[src/hdl/wsfd_pkg.sv]
`timescale 1ns / 1ps

package wsfd_pkg;

    // Status codes carried on the frame's last result
    localparam logic [1:0] ST_OK         = 2'd0;
    localparam logic [1:0] ST_TRUNC      = 2'd1;
    localparam logic [1:0] ST_NOT_TEXT   = 2'd2;
    localparam logic [1:0] ST_NOT_MASKED = 2'd3;

    // Header field constants
    localparam logic [3:0] OPCODE_TEXT   = 4'h1;
    localparam logic [6:0] LEN7_EXT16    = 7'd126;
    localparam logic [6:0] LEN7_EXT64    = 7'd127;
    localparam logic [3:0] EXT16_BYTES   = 4'd2;
    localparam logic [3:0] EXT64_BYTES   = 4'd8;
    localparam logic [3:0] MASK_BYTES    = 4'd4;

    // One received byte of a chunk
    typedef struct packed {
        logic [7:0] data_byte;
        logic       chunk_last;
    } item_t;

    // One decoded result
    typedef struct packed {
        logic [7:0] payload_byte;
        logic       byte_valid;
        logic       frame_done;
        logic [1:0] status;
    } result_t;

endpackage

[src/hdl/wsfd_in_stage.sv]
`timescale 1ns / 1ps

module wsfd_in_stage
    import wsfd_pkg::*;
(
    input  logic       clk,
    input  logic       rst_n,
    input  logic       rx_valid,
    output logic       rx_stall,
    input  logic [7:0] data_byte,
    input  logic       chunk_last,
    input  logic       advance,
    output logic       item_valid,
    output item_t      item
);

    logic  item_valid_reg;
    item_t item_reg;
    logic  load;

    // Take a new request when the register is empty or moving on
    assign load     = !item_valid_reg || advance;
    assign rx_stall = !load;

    // Hold the valid flag
    always_ff @(posedge clk or negedge rst_n)
    begin
        if (!rst_n)
        begin
            item_valid_reg <= 1'b0;
        end
        else if (load)
        begin
            item_valid_reg <= rx_valid;
        end
    end

    // Capture the byte
    always_ff @(posedge clk)
    begin
        if (load && rx_valid)
        begin
            item_reg.data_byte  <= data_byte;
            item_reg.chunk_last <= chunk_last;
        end
    end

    assign item_valid = item_valid_reg;
    assign item       = item_reg;

endmodule

[src/hdl/wsfd_parser.sv]
`timescale 1ns / 1ps

module wsfd_parser
    import wsfd_pkg::*;
(
    input  logic    clk,
    input  logic    rst_n,
    input  logic    item_valid,
    input  item_t   item,
    input  logic    advance,
    output logic    has_result,
    output result_t result
);

    typedef enum logic [2:0] {
        PH_HDR0    = 3'd0,
        PH_HDR1    = 3'd1,
        PH_EXTLEN  = 3'd2,
        PH_MASK    = 3'd3,
        PH_PAYLOAD = 3'd4,
        PH_SKIP    = 3'd5
    } phase_t;

    phase_t      phase_reg, phase_next;
    logic [3:0]  header_index_reg, header_index_next;
    logic        text_frame_reg, text_frame_next;
    logic        mask_present_reg, mask_present_next;
    logic [63:0] payload_length_reg, payload_length_next;
    logic [31:0] mask_key_reg, mask_key_next;
    logic [63:0] bytes_remaining_reg, bytes_remaining_next;
    logic [1:0]  mask_position_reg, mask_position_next;

    logic        step;
    logic [7:0]  b;
    logic        last;
    logic [6:0]  len7;
    logic [3:0]  idx_dec;
    logic [3:0]  idx_inc;
    logic [63:0] rem_dec;
    logic [7:0]  key_byte;
    logic        hdr_text;
    logic        hdr_mask;

    assign step     = advance && item_valid;
    assign b        = item.data_byte;
    assign last     = item.chunk_last;
    assign len7     = b[6:0];
    assign idx_dec  = header_index_reg - 4'd1;
    assign idx_inc  = header_index_reg + 4'd1;
    assign rem_dec  = bytes_remaining_reg - 64'd1;
    // Key byte 0 sits in the top byte of the key register
    assign key_byte = mask_key_reg[{~mask_position_reg, 3'b000} +: 8];

    // Decode one byte against the current header state
    always_comb
    begin
        phase_next           = phase_reg;
        header_index_next    = header_index_reg;
        text_frame_next      = text_frame_reg;
        mask_present_next    = mask_present_reg;
        payload_length_next  = payload_length_reg;
        mask_key_next        = mask_key_reg;
        bytes_remaining_next = bytes_remaining_reg;
        mask_position_next   = mask_position_reg;
        has_result           = 1'b0;
        result               = '0;
        hdr_text             = text_frame_reg;
        hdr_mask             = mask_present_reg;

        unique case (phase_reg)
            PH_HDR0:
            begin
                text_frame_next      = (b[3:0] == OPCODE_TEXT);
                mask_present_next    = 1'b0;
                payload_length_next  = '0;
                mask_key_next        = '0;
                bytes_remaining_next = '0;
                mask_position_next   = '0;
                header_index_next    = '0;
                phase_next           = PH_HDR1;
                if (last)
                begin
                    has_result        = 1'b1;
                    result.frame_done = 1'b1;
                    result.status     = ST_TRUNC;
                    phase_next        = PH_HDR0;
                end
            end

            PH_HDR1:
            begin
                mask_present_next = b[7];
                hdr_mask          = b[7];
                if (len7 == LEN7_EXT16 || len7 == LEN7_EXT64)
                begin
                    header_index_next   = (len7 == LEN7_EXT16) ? EXT16_BYTES : EXT64_BYTES;
                    payload_length_next = '0;
                    phase_next          = PH_EXTLEN;
                    if (last)
                    begin
                        has_result        = 1'b1;
                        result.frame_done = 1'b1;
                        result.status     = ST_TRUNC;
                        phase_next        = PH_HDR0;
                    end
                end
                else
                begin
                    payload_length_next = {57'd0, len7};
                    // Header complete: check opcode, then mask bit
                    if (!hdr_text || !hdr_mask || last)
                    begin
                        has_result        = 1'b1;
                        result.frame_done = 1'b1;
                        result.status     = !hdr_text ? ST_NOT_TEXT :
                                            (!hdr_mask ? ST_NOT_MASKED : ST_TRUNC);
                        phase_next        = last ? PH_HDR0 : PH_SKIP;
                    end
                    else
                    begin
                        phase_next = PH_MASK;
                    end
                    if (hdr_text && hdr_mask)
                    begin
                        header_index_next = '0;
                    end
                end
            end

            PH_EXTLEN:
            begin
                payload_length_next = {payload_length_reg[55:0], b};
                header_index_next   = idx_dec;
                if (idx_dec == 4'd0)
                begin
                    if (!hdr_text || !hdr_mask || last)
                    begin
                        has_result        = 1'b1;
                        result.frame_done = 1'b1;
                        result.status     = !hdr_text ? ST_NOT_TEXT :
                                            (!hdr_mask ? ST_NOT_MASKED : ST_TRUNC);
                        phase_next        = last ? PH_HDR0 : PH_SKIP;
                    end
                    else
                    begin
                        phase_next = PH_MASK;
                    end
                end
                else if (last)
                begin
                    has_result        = 1'b1;
                    result.frame_done = 1'b1;
                    result.status     = ST_TRUNC;
                    phase_next        = PH_HDR0;
                end
            end

            PH_MASK:
            begin
                mask_key_next     = {mask_key_reg[23:0], b};
                header_index_next = idx_inc;
                if (idx_inc >= MASK_BYTES)
                begin
                    bytes_remaining_next = payload_length_reg;
                    mask_position_next   = '0;
                    if (payload_length_reg == 64'd0)
                    begin
                        // Empty payload: done with ok status
                        has_result        = 1'b1;
                        result.frame_done = 1'b1;
                        result.status     = ST_OK;
                        phase_next        = last ? PH_HDR0 : PH_SKIP;
                    end
                    else if (last)
                    begin
                        has_result        = 1'b1;
                        result.frame_done = 1'b1;
                        result.status     = ST_TRUNC;
                        phase_next        = PH_HDR0;
                    end
                    else
                    begin
                        phase_next = PH_PAYLOAD;
                    end
                end
                else if (last)
                begin
                    has_result        = 1'b1;
                    result.frame_done = 1'b1;
                    result.status     = ST_TRUNC;
                    phase_next        = PH_HDR0;
                end
            end

            PH_PAYLOAD:
            begin
                has_result = 1'b1;
                if (bytes_remaining_reg == 64'd0)
                begin
                    result.frame_done = 1'b1;
                    result.status     = ST_OK;
                    phase_next        = last ? PH_HDR0 : PH_SKIP;
                end
                else
                begin
                    mask_position_next   = mask_position_reg + 2'd1;
                    bytes_remaining_next = rem_dec;
                    if (rem_dec == 64'd0)
                    begin
                        // Last payload byte ends the frame
                        result.payload_byte = b ^ key_byte;
                        result.byte_valid   = 1'b1;
                        result.frame_done   = 1'b1;
                        result.status       = ST_OK;
                        phase_next          = last ? PH_HDR0 : PH_SKIP;
                    end
                    else if (last)
                    begin
                        result.frame_done = 1'b1;
                        result.status     = ST_TRUNC;
                        phase_next        = PH_HDR0;
                    end
                    else
                    begin
                        result.payload_byte = b ^ key_byte;
                        result.byte_valid   = 1'b1;
                    end
                end
            end

            default:
            begin
                // Drop trailing bytes until the chunk ends
                if (last)
                begin
                    phase_next = PH_HDR0;
                end
            end
        endcase
    end

    // Hold parser state; advance on each processed byte
    always_ff @(posedge clk or negedge rst_n)
    begin
        if (!rst_n)
        begin
            phase_reg           <= PH_HDR0;
            header_index_reg    <= '0;
            text_frame_reg      <= 1'b0;
            mask_present_reg    <= 1'b0;
            payload_length_reg  <= '0;
            mask_key_reg        <= '0;
            bytes_remaining_reg <= '0;
            mask_position_reg   <= '0;
        end
        else if (step)
        begin
            phase_reg           <= phase_next;
            header_index_reg    <= header_index_next;
            text_frame_reg      <= text_frame_next;
            mask_present_reg    <= mask_present_next;
            payload_length_reg  <= payload_length_next;
            mask_key_reg        <= mask_key_next;
            bytes_remaining_reg <= bytes_remaining_next;
            mask_position_reg   <= mask_position_next;
        end
    end

`ifndef SYNTHESIS
    a_last_restarts: assert property (@(posedge clk) disable iff (!rst_n)
        step && last |=> phase_reg == PH_HDR0)
        else $error("chunk end did not return to first header byte");

    a_bad_status_no_byte: assert property (@(posedge clk) disable iff (!rst_n)
        has_result && result.status != ST_OK |-> !result.byte_valid && result.frame_done)
        else $error("bad status on a result carrying a byte");

    a_empty_byte_zero: assert property (@(posedge clk) disable iff (!rst_n)
        has_result && !result.byte_valid |-> result.payload_byte == 8'd0)
        else $error("payload byte not zero without byte_valid");

    a_index_range: assert property (@(posedge clk) disable iff (!rst_n)
        header_index_reg <= EXT64_BYTES)
        else $error("header index out of range");

    a_payload_counts_down: assert property (@(posedge clk) disable iff (!rst_n)
        step && phase_reg == PH_PAYLOAD && bytes_remaining_reg != 64'd0
        |=> bytes_remaining_reg == $past(bytes_remaining_reg) - 64'd1)
        else $error("payload counter did not step");
`endif

endmodule

[src/hdl/wsfd_out_stage.sv]
`timescale 1ns / 1ps

module wsfd_out_stage
    import wsfd_pkg::*;
(
    input  logic       clk,
    input  logic       rst_n,
    input  logic       item_valid,
    input  logic       has_result,
    input  result_t    result,
    output logic       advance,
    output logic       res_valid,
    input  logic       res_stall,
    output logic [7:0] payload_byte,
    output logic       byte_valid,
    output logic       frame_done,
    output logic [1:0] status
);

    logic    res_valid_reg;
    result_t res_reg;

    // Move on when the result register is empty or being taken
    assign advance = !res_valid_reg || !res_stall;

    always_ff @(posedge clk or negedge rst_n)
    begin
        if (!rst_n)
        begin
            res_valid_reg <= 1'b0;
        end
        else if (advance)
        begin
            res_valid_reg <= item_valid && has_result;
        end
    end

    // Capture the result payload
    always_ff @(posedge clk)
    begin
        if (advance && item_valid && has_result)
        begin
            res_reg <= result;
        end
    end

    assign res_valid    = res_valid_reg;
    assign payload_byte = res_reg.payload_byte;
    assign byte_valid   = res_reg.byte_valid;
    assign frame_done   = res_reg.frame_done;
    assign status       = res_reg.status;

endmodule

[src/hdl/websocket_frame_decoder.sv]
`timescale 1ns / 1ps

// WebSocket frame decoder, text frames only.
// Receive channel: rx_valid / rx_stall carry data_byte and chunk_last, one
// byte of a received chunk per request; chunk_last marks its final byte.
// Result channel: res_valid / res_stall carry payload_byte, byte_valid,
// frame_done and status. Header and mask key bytes give no result unless
// the frame ends there; payload bytes come out unmasked. A result with
// frame_done ends the frame; a status other than ok tells the receiver to
// discard bytes already delivered for it. Trailing bytes are dropped.
// Throughput: one byte per cycle while the receiver does not stall. A byte
// is registered in the input register and its result in the result
// register. The per-byte update (64-bit count down, key XOR) is the
// path between the input and result registers.
// Reset empties both registers and returns the parser to the first header
// byte. While the receiver stalls, the result is held, at most one more
// byte is taken into the input register, then rx_stall rises.
module websocket_frame_decoder
    import wsfd_pkg::*;
(
    input  logic       clk,
    input  logic       rst_n,
    input  logic       rx_valid,
    output logic       rx_stall,
    input  logic [7:0] data_byte,
    input  logic       chunk_last,
    output logic       res_valid,
    input  logic       res_stall,
    output logic [7:0] payload_byte,
    output logic       byte_valid,
    output logic       frame_done,
    output logic [1:0] status
);

    logic    advance;
    logic    item_valid;
    item_t   item;
    logic    has_result;
    result_t result;

    wsfd_in_stage u_in_stage (
        .clk        (clk),
        .rst_n      (rst_n),
        .rx_valid   (rx_valid),
        .rx_stall   (rx_stall),
        .data_byte  (data_byte),
        .chunk_last (chunk_last),
        .advance    (advance),
        .item_valid (item_valid),
        .item       (item)
    );

    wsfd_parser u_parser (
        .clk        (clk),
        .rst_n      (rst_n),
        .item_valid (item_valid),
        .item       (item),
        .advance    (advance),
        .has_result (has_result),
        .result     (result)
    );

    wsfd_out_stage u_out_stage (
        .clk          (clk),
        .rst_n        (rst_n),
        .item_valid   (item_valid),
        .has_result   (has_result),
        .result       (result),
        .advance      (advance),
        .res_valid    (res_valid),
        .res_stall    (res_stall),
        .payload_byte (payload_byte),
        .byte_valid   (byte_valid),
        .frame_done   (frame_done),
        .status       (status)
    );

endmodule

[config.mk]
export PLATFORM = sky130hd
export DESIGN_NAME = websocket_frame_decoder
export DESIGN_NICKNAME = d
export VERILOG_FILES = /design/src/hdl/wsfd_pkg.sv /design/src/hdl/wsfd_in_stage.sv /design/src/hdl/wsfd_parser.sv /design/src/hdl/wsfd_out_stage.sv /design/src/hdl/websocket_frame_decoder.sv
export SDC_FILE = /design/constraint.sdc
export NUM_CORES = 1
export LEC_CHECK = 0
export BUFFER_PORTS_ARGS = -buffer_cell sky130_fd_sc_hd__buf_2
export CAP_MARGIN = 20
export CORE_MARGIN = 3
export CORE_UTILIZATION = 55
export CTS_BUF_LIST = sky130_fd_sc_hd__clkbuf_2 sky130_fd_sc_hd__clkbuf_4 sky130_fd_sc_hd__clkbuf_8
export CTS_CLUSTER_SIZE = 24
export DETAILED_ROUTE_END_ITERATION = 16
export PLACE_DENSITY = 0.7
export RECOVER_POWER = 25
export SETUP_SLACK_MARGIN = 0.4
export SKIP_CTS_REPAIR_TIMING = 1
export SYNTH_ARGS = -nofsm -noshare
export SYNTH_HDL_FRONTEND = slang
export SYNTH_SLANG_ARGS = --single-unit
[constraint.sdc]
create_clock -name clk -period 5.5 [get_ports clk]
set_clock_uncertainty 0.1 [all_clocks]
set_input_delay 1.1 -clock clk [delete_from_list [all_inputs] [get_ports clk]]
set_output_delay 1.1 -clock clk [all_outputs]
set_load 0.03 [all_outputs]
==> flow_metrics.tcl <==
set metrics [dict create \
    period_minus_slack_ns 4.649 \
    antenna_left 0 \
    synth_edf_count 21 \
    ys_ff_latch 194 \
    grt_max_degree 100 \
    syn_area_um2 10360 \
    syn2layout_area_growth_pct 7.345 \
    synth_cell_types 67 \
    ys_warn_count 0 \
    final_nets 1134 \
    wire_per_inst_um 21.86 \
    drive_gt1_frac 0.1081 \
    initial_utilization 0.5688 \
    yosys.area.top_type "dfrtp_1" \
    regToRegSetupSlack_ns 0.85 \
    cp_max_fo 10 \
    gp_congestion 1.011 \
    drt_iter0_markers 771 \
    hpwl_um 20680 \
    viasPerCell 6.694 \
    cts-root-buf "clkbuf_8" \
    fin_crit_sh 0.8452 \
    worst_slew_pin_slew_ns 2.604 \
    grt_pass1_vias 8588 \
    wirelength_um 29690 \
    violations "max-capacitance violations, max-slew violations" \
    start_kind "flop" \
    r2r_start "u_parser.bytes_remaining_reg[0]" \
    hold_ws_ns 0.4233 \
    clk_pin_slew_ns 0.10 \
    synth_top_area_share 0.4180 \
    ff2ff_path_depth 11 \
    crit_type "flop to flop" \
    cts.htree.levels 4 \
    row_count 49 \
    slew_headroom -0.7363 \
    io_pins 27 \
    cts_sinks 194 \
    maxCapViolations 1 \
    grt_util_all_layers 0.2972 \
    synthTopCellsByArea "dfrtp_1, o21ai_0, edfxtp_1" \
    dieArea_um2 20510 \
    synth_fp_nets 1148 \
    tns_ns 0 \
    worstSetupEndpointType "flop" \
    hold_depth 2 \
    clk-insertion-delay-late_ns 0.48 \
    cts-buffers-inserted 17 \
    min_to "u_parser.mask_key_reg[16]" \
    synth-seq-area-share 0.4789 \
    fmax_mhz 215.1 \
    cts_tree "done" \
    hold_start "u_parser.mask_key_reg[8]" \
    clockBufferDepth 2 \
    crit_arrival_ns 4.88 \
    drc 0 \
    grt_pass1_wl_um 48020 \
    overflow 0 \
    port_buffers 26 \
    hold_viol 0 \
    synthCells 1130 \
    die_x_um 143.2 \
    vias 9090 \
    antenna_found_initial 1 \
    avgSynthCellArea_um2 9.166 \
    async_flop_share 0.8918 \
    dr.pass1.iters 5 \
    maxSlewViolCount 100 \
    hold_class "flop to flop" \
    status "finished with violations" \
    critPathRequiredTime_ns 5.74 \
    finalSetupViolCount 0 \
    core_um2 18210 \
    n_antenna_cell 0 \
    die_h_um 143.2 \
    synth_ff_type "dfrtp_1" \
    r2r_end "u_out_stage.payload_byte[4]" \
    grt_setup_unrepaired "false" \
]
worst max-delay path by stage:
stage / cells after the start / to / from / slack (ns)
3_3_place_gp: 11 / u_out_stage.payload_byte[7] / u_parser.bytes_remaining_reg[0] / 0.98
6_report: 11 / u_out_stage.payload_byte[4] / u_parser.bytes_remaining_reg[0] / 0.85
5_1_grt: 11 / u_parser.bytes_remaining_reg[32] / u_parser.bytes_remaining_reg[0] / 0.58
2_1_floorplan: 13 / u_out_stage.payload_byte[7] / u_parser.bytes_remaining_reg[0] / 1.48
3_5_place_dp: 11 / u_out_stage.payload_byte[0] / u_parser.bytes_remaining_reg[0] / 1.0
4_1_cts: 11 / u_out_stage.payload_byte[4] / u_parser.bytes_remaining_reg[0] / 0.96
per-layer routing:
layer | vias to the layer above | global-route usage | routed length, µm
met5 | - | 0 | 16
met4 | 2 | 0.1244 | 1033
li1 | 4188 | - | -
met2 | 378 | 0.4382 | 13590
met1 | 4450 | 0.4281 | 12700
met3 | 72 | 0.06397 | 2348
critical path, stage by stage (launching register included):
cell and delay (ns):
dfrtp_1 0.43, inv_1 0.09, ha_1 0.23, or3b_1 0.52, nor4_1 0.65, nand4_1 0.38
a22oi_1 0.31, nand4_1 0.11, or4_1 0.57, or4_4 0.55, a21bo_1 0.40, nor2_2 0.17
layout make-up:
class | count | area, µm²
flip-flops and latches | 194 | 4960
well taps | 229 | 286.5
fillers | 1586 | 7091
inverters | 18 | 67.56
repair buffers | 48 | 326.6
clock buffers | 18 | 241.5
clock inverters | 14 | 188.9
multi-input cells | 837 | 5047
placed cells by master, fill, tap and decap left out, drive strengths merged, types with 5 or more instances in the layout:
master and count:
a21oi 57, a22o 61, a22oi 26, a32oi 18, and2 5, buf 46, clkbuf 20, clkinv 7
dfrtp 173, edfxtp 21, ha 5, inv 24, mux4 8, nand2 111, nand3 16, nand4 24
nor2 113, nor3 40, nor4 53, nor4b 5, o21ai 171, o31ai 5, or2 6, or3 16
or4 15, xnor2 21, xor2 8
through the flow:
step	area [µm²]	cells	setup WS [ns]	utilization
3_5_place_dp	10670	1325	0.9985	0.5859
4_1_cts	11100	1357	0.9574	0.6095
6_report	11120	1358	0.8512	0.6106
2_1_floorplan	10360	1130	1.476	-
3_3_place_gp	10670	1325	0.9826	0.5859
5_1_grt	11120	1358	0.5808	0.6106
synthesized netlist by cell type (8+ instances only):
cell type    n
nor2_2       8
dfrtp_1    173
clkbuf_1    72
inv_1       17
a21oi_1     57
a32oi_1     18
a22oi_1     26
nand3_1     16
edfxtp_1    21
nor3_1      37
nand4_1     22
a22o_1      61
nor2_1     105
xnor2_1     21
xor2_1       8
nand2_1    111
or3_1       16
nor4_1      52
o21ai_0    170
mux4_2       8
or4_1       14
cell families (layout without fill, tap and decap cells):
| kind of cell | count (synthesis) | after routing | share of synthesized area |
|---|---|---|---|
| buffers and inverters | 99 | 98 | 0.03781 |
| DFF | 194 | 194 | 0.4789 |
| adders and majority gates | 5 | 5 | 0.006040 |
| muxes | 12 | 12 | 0.02150 |
| and+or+nand+nor | 421 | 421 | 0.2073 |
| AOI/OAI and AO/OA | 370 | 370 | 0.2240 |
| xor gates and xnor gates | 29 | 29 | 0.02452 |
Power is not shown: default switching activity piles up to over one toggle a cycle in this logic, so the estimate is an artifact.
